### src/design/assert_macros.svh
// Assertion macros shared by the planner RTL.
// Each macro expands to one labeled concurrent assertion clocked on the rising edge.
`ifndef ASSERT_MACROS_SVH
`define ASSERT_MACROS_SVH

// Same-cycle implication, disabled while reset is high.
`define ASSERT_IMPLIES(label, clk, rst, ante, cons) \
   label: assert property (@(posedge clk) disable iff (rst) (ante) |-> (cons)) \
      else $error("assertion failed");

// Next-cycle implication, disabled while reset is high.
`define ASSERT_NEXT(label, clk, rst, ante, cons) \
   label: assert property (@(posedge clk) disable iff (rst) (ante) |=> (cons)) \
      else $error("assertion failed");

`endif

### src/design/ftp_pkg.sv
// Package for the fixed timestep planner: field widths, constants and shared types.
// Used by ftp_divider and fixed_timestep_planner; depends on nothing.
`timescale 1ns / 1ps
`default_nettype none

package ftp_pkg;

   // Field widths fixed by the interface.
   localparam int TARGET_BITS = 31;
   localparam int GAP_BITS    = 16;   // frame length, drift limit, step width
   localparam int STEP_BITS   = 10;   // step period register
   localparam int INDEX_BITS  = 5;
   localparam int STREAK_BITS = 5;

   // Register reset values.
   localparam logic [STEP_BITS-1:0] STEP_PERIOD_RESET = 10'd3;
   localparam logic [GAP_BITS-1:0]  DRIFT_LIMIT_RESET = 16'd500;

   // Starved streak handling.
   localparam logic [STREAK_BITS-1:0] STARVE_LIMIT = 5'd30;
   localparam logic [STREAK_BITS-1:0] STREAK_MAX   = 5'd31;

   // Status of the shared divider.
   typedef struct packed {
      logic busy;
      logic done;
   } div_status_type;

endpackage

`default_nettype wire

### src/design/ftp_divider.sv
// Shared shift-subtract divider: one quotient bit per cycle, GAP_BITS bits per division.
// Depends on ftp_pkg for widths and the status struct.
`timescale 1ns / 1ps
`default_nettype none

module ftp_divider
   import ftp_pkg::*;
(
   input  wire logic                 clock,
   input  wire logic                 reset,
   input  wire logic                 start,
   input  wire logic [GAP_BITS-1:0]  dividend,
   input  wire logic [STEP_BITS-1:0] divisor,
   output logic [GAP_BITS-1:0]       quotient,
   output logic [STEP_BITS-1:0]      remainder,
   output div_status_type            status
);

   localparam int CW = $clog2(GAP_BITS);

   logic [GAP_BITS-1:0]  quo_ff, quo_in;
   logic [STEP_BITS-1:0] rem_ff, rem_in;
   logic [STEP_BITS-1:0] dsr_ff, dsr_in;
   logic [CW-1:0]        cnt_ff, cnt_in;
   logic                 busy_ff, busy_in;
   logic                 done_ff, done_in;

   logic [STEP_BITS:0]   rem_shift;
   logic [STEP_BITS:0]   trial;
   logic                 fits;

   // The partial remainder stays below the divisor, so the shifted value is
   // below twice the divisor and the sign of the trial difference decides.
   always_comb begin
      rem_shift = {rem_ff, quo_ff[GAP_BITS-1]};
      trial     = rem_shift - {1'b0, dsr_ff};
      fits      = !trial[STEP_BITS];

      quo_in  = quo_ff;
      rem_in  = rem_ff;
      dsr_in  = dsr_ff;
      cnt_in  = cnt_ff;
      busy_in = busy_ff;
      done_in = 1'b0;

      if (start) begin
         quo_in  = dividend;
         rem_in  = '0;
         dsr_in  = divisor;
         cnt_in  = '0;
         busy_in = 1'b1;
      end else if (busy_ff) begin
         quo_in = {quo_ff[GAP_BITS-2:0], fits};
         rem_in = fits ? trial[STEP_BITS-1:0] : rem_shift[STEP_BITS-1:0];
         cnt_in = cnt_ff + 1'b1;
         if (cnt_ff == CW'(GAP_BITS - 1)) begin
            busy_in = 1'b0;
            done_in = 1'b1;
         end
      end
   end

   always_ff @(posedge clock) begin
      if (reset) begin
         busy_ff <= 1'b0;
         done_ff <= 1'b0;
         cnt_ff  <= '0;
      end else begin
         busy_ff <= busy_in;
         done_ff <= done_in;
         cnt_ff  <= cnt_in;
      end
      quo_ff <= quo_in;
      rem_ff <= rem_in;
      dsr_ff <= dsr_in;
   end

   assign quotient    = quo_ff;
   assign remainder   = rem_ff;
   assign status.busy = busy_ff;
   assign status.done = done_ff;

endmodule

`default_nettype wire

### src/design/fixed_timestep_planner.sv
// Fixed timestep planner: the top level with the frame sequencer, step emitter and CSRs.
// Depends on ftp_pkg, ftp_divider and assert_macros.svh.
`timescale 1ns / 1ps
`default_nettype none
`include "assert_macros.svh"

// Usage. Frames enter on the req_ stream, one word each: target time and frame
// length in req_tdata, the restart flag in req_tuser. Each frame produces zero to
// MAX_STEPS step words on the rsp_ stream; rsp_tlast marks the last step of a
// frame, and rsp_tuser carries the starved and alarm flags.
// The block handles one frame at a time: req_tready is high only while idle.
// After acceptance it works out the clock-to-target gap in S_DIFF, S_MAG and S_CHK
// (twice when the virtual clock reseeds), then the shared shift-subtract divider
// finds the whole steps owed, then S_PLAN and S_LOAD plan the run and load the
// first step word. The following ones come one per cycle while the receiver keeps
// rsp_tready high; the divide is the longest part of the work before the first step.
// A frame that owes no step returns to idle from S_CHK, or from S_PLAN after the divide.
// The step words sit in an output register; when the receiver holds rsp_tready
// low the word and the sequencer simply wait. Taking the last word frees the
// block in the same edge.
// Reset (synchronous, active high) stops the virtual clock, clears the starved
// streak and loads the step period and drift limit with their defaults.
// Registers: step period at byte address 0, drift limit at byte address 4.
module fixed_timestep_planner
   import ftp_pkg::*;
#(
   parameter int MAX_STEPS = 32,
   parameter int TIME_BITS = 32
)
(
   input  wire logic        clock,
   input  wire logic        reset,

   // Frame input stream.
   input  wire logic        req_tvalid,
   output logic             req_tready,
   input  wire logic [47:0] req_tdata,   // frame_target_time[30:0], frame_length[46:31]
   input  wire logic [0:0]  req_tuser,   // restart[0]

   // Step output stream.
   output logic             rsp_tvalid,
   input  wire logic        rsp_tready,
   output logic [55:0]      rsp_tdata,   // step_width[15:0], step_end_time[46:16],
                                         // step_index[51:47]
   output logic             rsp_tlast,   // last_step
   output logic [1:0]       rsp_tuser,   // starved[0], starve_alarm[1]

   // Configuration port.
   input  wire logic        csr_psel,
   input  wire logic        csr_penable,
   input  wire logic        csr_pwrite,
   input  wire logic [2:0]  csr_paddr,
   input  wire logic [31:0] csr_pwdata,
   output logic [31:0]      csr_prdata,
   output logic             csr_pready
);

   localparam int TB = TIME_BITS;
   localparam int KW = (MAX_STEPS > 1) ? $clog2(MAX_STEPS) : 1;

   // Register indexes, decoded from address bit 2.
   localparam logic REG_STEP_PERIOD = 1'b0;
   localparam logic REG_DRIFT_LIMIT = 1'b1;

   typedef enum logic [7:0] {
      S_IDLE = 8'b0000_0001,
      S_DIFF = 8'b0000_0010,
      S_MAG  = 8'b0000_0100,
      S_CHK  = 8'b0000_1000,
      S_DIV  = 8'b0001_0000,
      S_PLAN = 8'b0010_0000,
      S_LOAD = 8'b0100_0000,
      S_EMIT = 8'b1000_0000
   } state_type;

   state_type state_ff, state_in;

   // Configuration registers.
   logic [STEP_BITS-1:0] period_ff, period_in;
   logic [GAP_BITS-1:0]  drift_ff, drift_in;

   // Persistent planner state.
   logic [TB-1:0]          vc_ff, vc_in;
   logic                   started_ff, started_in;
   logic [STREAK_BITS-1:0] streak_ff, streak_in;

   // Frame being worked on.
   logic [TB-1:0]       tgt_ff, tgt_in;
   logic [GAP_BITS-1:0] flen_ff, flen_in;
   logic                restart_ff, restart_in;
   logic                reseeded_ff, reseeded_in;
   logic [TB-1:0]       diff_ff, diff_in;
   logic [TB-1:0]       mag_ff, mag_in;
   logic                neg_ff, neg_in;
   logic [GAP_BITS-1:0] total_ff, total_in;
   logic [KW-1:0]       cnt_m1_ff, cnt_m1_in;

   // Output register and run position.
   logic                rsp_valid_ff, rsp_valid_in;
   logic [GAP_BITS-1:0] width_ff, width_in;
   logic [TB-1:0]       end_ff, end_in;
   logic [KW-1:0]       k_ff, k_in;
   logic [GAP_BITS-1:0] off_ff, off_in;
   logic                last_ff, last_in;
   logic                starved_ff, starved_in;
   logic                alarm_ff, alarm_in;

   // Divider connections.
   logic                 div_start;
   logic [GAP_BITS-1:0]  div_quo;
   logic [STEP_BITS-1:0] div_rem;
   div_status_type       div_status;

   logic [STEP_BITS-1:0] step;
   logic                 csr_write;
   logic                 reseed;
   logic                 frame_starved;
   logic [KW-1:0]        nk;
   logic [GAP_BITS-1:0]  noff;
   logic                 nlast;

   ftp_divider u_divider (
      .clock     (clock),
      .reset     (reset),
      .start     (div_start),
      .dividend  (mag_ff[GAP_BITS-1:0]),
      .divisor   (step),
      .quotient  (div_quo),
      .remainder (div_rem),
      .status    (div_status)
   );

   // A zero step period behaves as a period of one.
   assign step      = (period_ff == '0) ? STEP_BITS'(1) : period_ff;
   assign csr_write = csr_psel && csr_penable && csr_pwrite && csr_pready;

   // The clock reseeds once per frame at most; the second gap pass after a
   // reseed only measures the new gap.
   assign reseed = !reseeded_ff &&
                   (!started_ff || restart_ff || (mag_ff > TB'(drift_ff)));

   assign div_start     = (state_ff == S_CHK) && !reseed && !neg_ff;
   assign frame_starved = div_quo > GAP_BITS'(MAX_STEPS);

   // Next step of the run. The running end time advances by one period, and the
   // last step lands on the new virtual clock, which folds any extra whole steps.
   always_comb begin
      nk    = (state_ff == S_LOAD) ? '0 : k_ff + 1'b1;
      noff  = (state_ff == S_LOAD) ? '0 : off_ff + GAP_BITS'(step);
      nlast = (nk == cnt_m1_ff);
   end

   always_comb begin
      state_in     = state_ff;
      period_in    = period_ff;
      drift_in     = drift_ff;
      vc_in        = vc_ff;
      started_in   = started_ff;
      streak_in    = streak_ff;
      tgt_in       = tgt_ff;
      flen_in      = flen_ff;
      restart_in   = restart_ff;
      reseeded_in  = reseeded_ff;
      diff_in      = diff_ff;
      mag_in       = mag_ff;
      neg_in       = neg_ff;
      total_in     = total_ff;
      cnt_m1_in    = cnt_m1_ff;
      rsp_valid_in = rsp_valid_ff;
      width_in     = width_ff;
      end_in       = end_ff;
      k_in         = k_ff;
      off_in       = off_ff;
      last_in      = last_ff;
      starved_in   = starved_ff;
      alarm_in     = alarm_ff;

      if (csr_write) begin
         unique case (csr_paddr[2])
            REG_STEP_PERIOD: period_in = csr_pwdata[STEP_BITS-1:0];
            REG_DRIFT_LIMIT: drift_in  = csr_pwdata[GAP_BITS-1:0];
            default:         period_in = period_ff;
         endcase
      end

      unique case (state_ff)
         S_IDLE: begin
            if (req_tvalid) begin
               tgt_in      = TB'(req_tdata[TARGET_BITS-1:0]);
               flen_in     = req_tdata[TARGET_BITS +: GAP_BITS];
               restart_in  = req_tuser[0];
               reseeded_in = 1'b0;
               state_in    = S_DIFF;
            end
         end
         S_DIFF: begin
            diff_in  = tgt_ff - vc_ff;
            state_in = S_MAG;
         end
         S_MAG: begin
            neg_in   = diff_ff[TB-1];
            mag_in   = diff_ff[TB-1] ? (~diff_ff + 1'b1) : diff_ff;
            state_in = S_CHK;
         end
         S_CHK: begin
            if (reseed) begin
               vc_in       = tgt_ff - ((flen_ff != '0) ? TB'(flen_ff) : TB'(step));
               started_in  = 1'b1;
               reseeded_in = 1'b1;
               state_in    = S_DIFF;
            end else if (neg_ff) begin
               // Clock ahead of target: nothing owed, and the frame is not starved.
               streak_in = '0;
               state_in  = S_IDLE;
            end else begin
               state_in = S_DIV;
            end
         end
         S_DIV: begin
            if (div_status.done) begin
               state_in = S_PLAN;
            end
         end
         S_PLAN: begin
            // Whole steps owed, capped; the cap folds the rest into the last step.
            total_in   = mag_ff[GAP_BITS-1:0] - GAP_BITS'(div_rem);
            cnt_m1_in  = frame_starved ? KW'(MAX_STEPS - 1) : KW'(div_quo - 1'b1);
            end_in     = vc_ff;
            vc_in      = vc_ff + TB'(mag_ff[GAP_BITS-1:0] - GAP_BITS'(div_rem));
            starved_in = frame_starved;
            alarm_in   = frame_starved && (streak_ff == STARVE_LIMIT - 1'b1);
            if (!frame_starved) begin
               streak_in = '0;
            end else if (streak_ff != STREAK_MAX) begin
               streak_in = streak_ff + 1'b1;
            end
            state_in = (div_quo == '0) ? S_IDLE : S_LOAD;
         end
         S_LOAD: begin
            rsp_valid_in = 1'b1;
            k_in         = nk;
            off_in       = noff;
            last_in      = nlast;
            end_in       = nlast ? vc_ff : end_ff + TB'(step);
            width_in     = nlast ? total_ff - noff : GAP_BITS'(step);
            state_in     = S_EMIT;
         end
         S_EMIT: begin
            if (rsp_tready) begin
               if (last_ff) begin
                  rsp_valid_in = 1'b0;
                  state_in     = S_IDLE;
               end else begin
                  k_in     = nk;
                  off_in   = noff;
                  last_in  = nlast;
                  end_in   = nlast ? vc_ff : end_ff + TB'(step);
                  width_in = nlast ? total_ff - noff : GAP_BITS'(step);
               end
            end
         end
         default: state_in = S_IDLE;
      endcase
   end

   always_ff @(posedge clock) begin
      if (reset) begin
         state_ff     <= S_IDLE;
         period_ff    <= STEP_PERIOD_RESET;
         drift_ff     <= DRIFT_LIMIT_RESET;
         vc_ff        <= '0;
         started_ff   <= 1'b0;
         streak_ff    <= '0;
         rsp_valid_ff <= 1'b0;
      end else begin
         state_ff     <= state_in;
         period_ff    <= period_in;
         drift_ff     <= drift_in;
         vc_ff        <= vc_in;
         started_ff   <= started_in;
         streak_ff    <= streak_in;
         rsp_valid_ff <= rsp_valid_in;
      end
      tgt_ff      <= tgt_in;
      flen_ff     <= flen_in;
      restart_ff  <= restart_in;
      reseeded_ff <= reseeded_in;
      diff_ff     <= diff_in;
      mag_ff      <= mag_in;
      neg_ff      <= neg_in;
      total_ff    <= total_in;
      cnt_m1_ff   <= cnt_m1_in;
      width_ff    <= width_in;
      end_ff      <= end_in;
      k_ff        <= k_in;
      off_ff      <= off_in;
      last_ff     <= last_in;
      starved_ff  <= starved_in;
      alarm_ff    <= alarm_in;
   end

   // Register read-back.
   always_comb begin
      unique case (csr_paddr[2])
         REG_STEP_PERIOD: csr_prdata = 32'(period_ff);
         REG_DRIFT_LIMIT: csr_prdata = 32'(drift_ff);
         default:         csr_prdata = '0;
      endcase
   end

   assign csr_pready = 1'b1;
   assign req_tready = (state_ff == S_IDLE);
   assign rsp_tvalid = rsp_valid_ff;
   assign rsp_tdata  = {4'b0, INDEX_BITS'(k_ff), TARGET_BITS'(end_ff), width_ff};
   assign rsp_tlast  = last_ff;
   assign rsp_tuser  = {alarm_ff, starved_ff};

   // A new frame is only taken once every step word of the last one is gone.
   `ASSERT_IMPLIES(a_idle_no_pending, clock, reset, req_tready, !rsp_tvalid)
   // Taking the last step word frees the block at once.
   `ASSERT_NEXT(a_last_frees, clock, reset, rsp_tvalid && rsp_tready && rsp_tlast,
      req_tready && !rsp_tvalid)
   // Every emitted step covers at least one time unit.
   `ASSERT_IMPLIES(a_width_nonzero, clock, reset, rsp_tvalid, width_ff != '0)
   // The alarm only fires on a starved frame.
   `ASSERT_IMPLIES(a_alarm_starved, clock, reset, rsp_tvalid && alarm_ff, starved_ff)

endmodule

`default_nettype wire

### config.mk
export PLATFORM = sky130hd
export DESIGN_NAME = fixed_timestep_planner
export DESIGN_NICKNAME = d
export VERILOG_FILES = /design/src/design/ftp_pkg.sv /design/src/design/ftp_divider.sv /design/src/design/fixed_timestep_planner.sv
export VERILOG_INCLUDE_DIRS = /design/src /design/src/design
export SDC_FILE = /design/constraint.sdc
export NUM_CORES = 1
export LEC_CHECK = 0
export BUFFER_PORTS_ARGS = -buffer_cell sky130_fd_sc_hd__buf_4
export CORE_UTILIZATION = 50
export CTS_CLUSTER_DIAMETER = 50
export DETAILED_ROUTE_END_ITERATION = 8
export PLACE_DENSITY = 0.78
export SYNTH_ARGS = -nofsm -noshare
export SYNTH_HDL_FRONTEND = slang
export SYNTH_SLANG_ARGS = --single-unit
### constraint.sdc
create_clock -name clock -period 5.65 [get_ports clock]
set_input_delay 0.2825 -clock clock [delete_from_list [all_inputs] [get_ports clock]]
set_output_delay 0.2825 -clock clock [all_outputs]
set_load 0.02 [all_outputs]
Yosys cells after proc, flatten, opt, wreduce, memory -nomap -nowiden --
Cells that the tools add are included.
Word-level totals: output and inout bits 94, input port bits 91, register bits after elaboration 322
Operators by class: $add $sub $neg 14, reductions and logical operators 35, muxes and demuxes 51, equality and inequality tests 21, bitwise gates (word level) 3, magnitude comparators 2
Operators by type and width (number):
- $mux 16 | 9
- $mux 32 | 4
- $pmux 32 s2 | 2
- $pmux 32 s3 | 1
- $pmux 16 s2 | 2
- $pmux 8 s8 | 1
- $mux 5 | 9
- $add 32x1->32 const B | 1
- $add 32x10->32 | 1
- $add 32x32->32 | 1
- $gt 32x16->1 | 1
- $mux 8 | 4
- $not 32->32 | 1
- $sub 31x16->32 | 1
- $sub 31x32->32 | 1
- $mux 31 | 1
- $mux 10 | 2
- $pmux 5 s2 | 2
- $sub 16x10->17 | 1
- $add 16x10->16 | 1
- $gt 16x6->1 const B | 1
- $logic_not 16->1 | 1
- $reduce_bool 16->1 | 1
- $sub 16x10->16 | 1
- other kinds (35) | 76

Logic depth before layout (Yosys ltp) --
word-level depth 9, mapped depth 21

Hierarchy --
Synthesis repeated with hierarchy kept, for this count alone.
Second synthesis, totals: cell total of the unflattened synthesis 2136, area total of the unflattened synthesis 20569.7 sq um
By module, submodules not included:
- fixed_timestep_planner | cells an instance 1942, times used 1, area an instance 18355.1 sq um
- ftp_divider | cells an instance 194, times used 1, area an instance 2214.6 sq um

Worst setup path before layout --
OpenSTA, ideal clock, no wires.
kind reg-to-reg, start register period_ff[5], end register width_ff[15], data pin, data arrival time 4489 ps, setup time 255 ps, data required time 5395 ps, slack 907 ps, path buffers 0, stages on the path, launching flop included 22, cells stage by stage dfxtp_1 > nor4_1 > a31o_2 > ha_1 > fa_1 > a21o_1 > a21oi_1 > o21bai_1 > a21oi_1 > o21bai_1 > a21oi_1 > xnor2_1 > nand2_1 > ha_1 > or2_2 > a21oi_1 > a31oi_1 > and4_1 > a2111oi_0 > a21oi_1 > xnor2_1 > and2_1
Between the ends: word-level cells in the longest chain between the ends 9
RTL lines:
- start: declaration | RTL line fixed_timestep_planner.sv:79 | logic [STEP_BITS-1:0] period_ff, period_in;
- start signal: assignment | RTL line fixed_timestep_planner.sv:277 | period_ff <= period_in;
- $logic_not 10->1 * | RTL line fixed_timestep_planner.sv:134 | assign step = (period_ff == '0) ? STEP_BITS'(1) : period_ff;
- $mux 10 * | RTL line fixed_timestep_planner.sv:134
- via step[0] | RTL line fixed_timestep_planner.sv:114 | logic [STEP_BITS-1:0] step;
- $add 16x10->16 * | RTL line fixed_timestep_planner.sv:149 | noff = (state_ff == S_LOAD) ? '0 : off_ff + GAP_BITS'(step);
- $mux 16 * | RTL line fixed_timestep_planner.sv:149
- $sub 16x16->16 * | RTL line fixed_timestep_planner.sv:245, fixed_timestep_planner.sv:258
- $mux 16 * | RTL line fixed_timestep_planner.sv:245, fixed_timestep_planner.sv:258
- $mux 16 | RTL line fixed_timestep_planner.sv:250 | if (last_ff) begin
- $mux 16 | RTL line fixed_timestep_planner.sv:249 | if (rsp_tready) begin
- $pmux 16 s2 * | RTL line fixed_timestep_planner.sv:186 | unique case (state_ff)
- end signal: assignment | RTL line fixed_timestep_planner.sv:293 | width_ff <= width_in;
- end: declaration | RTL line fixed_timestep_planner.sv:100 | logic [GAP_BITS-1:0] width_ff, width_in;
The timed path passes the listed nets; every way through them passes the cells marked *. The select of a mux whose other input is x is not followed. A chain may end at the register's enable or synchronous reset.

Worst setup path in the final report --
start register mag_ff[0], end register vc_ff[30]
Between the ends: word-level cells in the longest chain between the ends 5, elaborated cells on any way between the ends 8, classes of those cells add/sub (2); order compare (1); eq/ne (1); mux (1); reduce/logical (3)
RTL lines:
- start: declaration | RTL line fixed_timestep_planner.sv:93 | logic [TB-1:0] mag_ff, mag_in;
- start signal: assignment | RTL line fixed_timestep_planner.sv:289 | mag_ff <= mag_in;
- parallel branches: the longest is 5 deep, another holds $add 32x32->32
- end signal: assignment | RTL line fixed_timestep_planner.sv:279 | vc_ff <= vc_in;
- end: declaration | RTL line fixed_timestep_planner.sv:83 | logic [TB-1:0] vc_ff, vc_in;
Parallel ways; which one is timed is not known.

==> out/results.ini <==
[run_status]
status = finished clean

[worst_setup_path]
cpLargestDelayFamily = compound AO/OA/AOI/OAI gates
crit_arrival_ns = 5.72
path_buf_inv = 2
cpMaxStageDelayCell = o311ai_1
cp.required_ns = 6.07
reg2reg_from = mag_ff[0]
path_max_fanout = 6
path_class = flop to flop
end_kind = flop
slowest_delay_ns = 0.47
crit_path_cell_trace = inv_1, ha_1, inv_1, fa_1, a21o_1, a21oi_1, o21ai_0, o311ai_1, nand2_1, nor2_1, xor2_1, ha_1, and3_1, a221oi_1, o21ai_0, a221oi_2, o21ai_2, o21ai_0, nor3b_1, mux2i_1, a21oi_1
crit_path_start = mag_ff[0]
crit_top_cell = o21ai_0
cp-start-kind = flop

[grt]
antenna_found_initial = 0
grt_start_max_net_pins = 58
grt_util_all_layers_pct = 27.24
grt_pass1_wl_um = 89130
grt_pass1_vias = 16850
overflow = 0

[logic_synthesis]
yosys.cell_types.count = 78
synth_top_area_share_pct = 33.75
synthesis.area_um2 = 20640
yosysSeqAreaShare_pct = 42.38
yosysWarnings = 0
ys.flop_type = edfxtp_1
synthArstFlopShare_pct = 0
synth.avg_cell_area_um2 = 9.574
synth-seq-cells = 321
synth_largest_area_cell = edfxtp_1
synth-edff-count = 232
syn_inst = 2156
synth.area.top_cells = edfxtp_1 34%, ha_1 9.5%, dfxtp_1 8.6%, xnor2_1 4.9%, a21oi_1 4.0%

[cts]
clockBufferDepth = 3
clockRootBuffer = clkbuf_16
insertion_delay_ns = 0.58
postCtsSetupBuffers = 0
cts.sinks = 321
h-tree-depth = 2
cts.clk_slew.worst_paths_ns = 0.06
cts-buffers-inserted = 42
cts_tree = done

[final_layout]
layout-drive-gt1-share_pct = 12.90
mostFrequentLayoutCells = 232 x edfxtp_1, 207 x nand2_1, 175 x buf_4
nets = 2627
area_growth_pct = 18.02
antenna_cells = 0
fillers = 3421
final_common_cell = edfxtp_1

[sta]
fin_ws_ns = 0.3515
relSlewSlack_pct = 13.37
grt_setup_unrepaired = false
drv_slew = 0
final.min_clock_period_ns = 5.298
fin_skew_ns = 0.03228
hold_viol = 0
setup_viol = 0
tns_ns = 0
finalCritPeriodShare_pct = 93.78
max_freq_ghz = 0.1887
worst_pin_slew_ns = 1.297

[placement]
dp_hpwl_um = 42160
place_congestion = 0.9394
place_ws_ns = 0.03320
port_buffers = 144

[drt]
ant_nets = 0
wl_per_cell_um = 19.62
vias = 17200
drt_first_pass_iters = 5
finalWirelength_um = 57590
drc = 0
viasPerCell = 5.857
drtIter0Drc = 1261

[job]
maxCapViolations = 0

[die]
ios = 185
die_area_um2 = 42100
rows = 74
initial_core_util_pct = 50.67
fp.dieW_um = 205.2
coreArea_um2 = 40740
fp.dieH_um = 205.2

[worst_hold_path]
min_path_type = input pin to flop
worstHoldStart = rsp_tready

[pwr]
p_leak_uw = 0.009656
vdd_drop_max_mv = 0.2291
p_per_area_nw_per_um2 = 257.7

-- state kept, by name (all words and copies together), names as in the netlist, 4 cells and up --
register / flops
cnt_m1_ff: 5
diff_ff: 32
drift_ff: 16
end_ff: 31
flen_ff: 16
k_ff: 5
mag_ff: 32
off_ff: 16
period_ff: 10
state_ff: 8
streak_ff: 5
tgt_ff: 31
total_ff: 16
u_divider.cnt_ff: 4
u_divider.dsr_ff: 10
u_divider.quotient: 16
u_divider.remainder: 10
vc_ff: 32
width_ff: 16
-- where the power goes --
part	internal [uW]	switching, uW	total, uW	leakage [uW]
Sequential	2590	60.6	2650	0.00285
Combinational	379	512	890	0.00610
Clock	1650	1080	2740	0.000698
Total	4620	1660	6280	0.00966
-- area by class of cell --
cell class / instances / area, um^2 / share of cell area, %
clock buffers: 55 / 1161 / 4.766
repair buffers: 239 / 1954 / 8.023
clock inverters: 22 / 251.5 / 1.032
flip-flops and latches: 321 / 8748 / 35.91
multi-input cells: 1619 / 11020 / 45.25
well taps: 532 / 665.6 / 2.732
inverters: 148 / 555.5 / 2.280
-- what timing repair did --
item,CTS,global route
hold endpoints to repair,74,0
hold buffers,64,0
pin swaps,0,1
resized for setup,1,4
endpoints found under the setup margin,1,6
-- cells by family after synthesis --
group	count (synthesis)	share of synthesized area, %
AO/OA/AOI/OAI	562	17.42
flip-flops	321	42.38
adder cells (fa/ha/maj)	165	10.29
AND/OR/NAND/NOR	657	15.57
multiplexers	45	2.364
XOR/XNOR	169	7.171
other	2	0.03638
buffers and inverters	235	4.758
-- cell usage after synthesis, types with 9 or more instances --
cell type	count
xor2_1	54
mux2i_1	15
a21boi_0	12
and2_1	26
o211ai_1	32
inv_1	148
and3_1	21
nand4_1	20
nor2b_1	21
o21a_1	18
buf_4	25
nor3_1	38
a21oi_1	167
a2111oi_0	9
ha_1	157
o31ai_1	16
a31oi_1	11
nor3b_1	9
o21bai_1	13
o31a_1	9
edfxtp_1	232
nor4_1	23
nand2b_1	20
mux2_2	30
nor2_1	164
clkbuf_1	56
o21ai_0	128
a211oi_1	30
or2_2	14
nand3_1	38
xnor2_1	115
a21o_1	53
or3_1	25
nand2_1	207
dfxtp_1	89
-- final timing paths --
path | end | slack, ns | cells past startpoint
setup reg to reg | vc_ff[30] | 0.35 | 21
hold reg to reg | drift_ff[14] | 0.45 | 2
hold / removal | rsp_tlast | 0.05 | 3
setup / recovery | vc_ff[30] | 0.35 | 21
-- per-stage QoR --
step | hold slack [ns] | std cells | instance area [um^2] | util (%) | total power [uW]
after floorplan | 0.3814 | 2175 | 20710 | - | 3303
after global placement | 0.4425 | 2795 | 22290 | 54.72 | 3507
after detailed placement | 0.4482 | 2795 | 22290 | 54.72 | 3533
after CTS | 0.03053 | 2936 | 24340 | 59.76 | 6298
after global routing | 0.03995 | 2936 | 24360 | 59.80 | 6497
final | 0.04889 | 2936 | 24360 | 59.80 | 6277
-- routing by layer --
layer  vias up  share of wire [%]  wire length, um  track usage, %
li1       8226                  -                -               -
met1      8173                 40            23050           32.51
met2       629                 49            28290           47.47
met3       167                6.0             3470           4.387
met4         0                4.8             2783           13.52
met5         -                  0                0               0
-- worst min-delay path: stages --
cell	delay (ns)
buf_4	0.08
nand2_1	0.04
nand2_1	0.09
No activity file was read; power rests on OpenSTA's default activity.
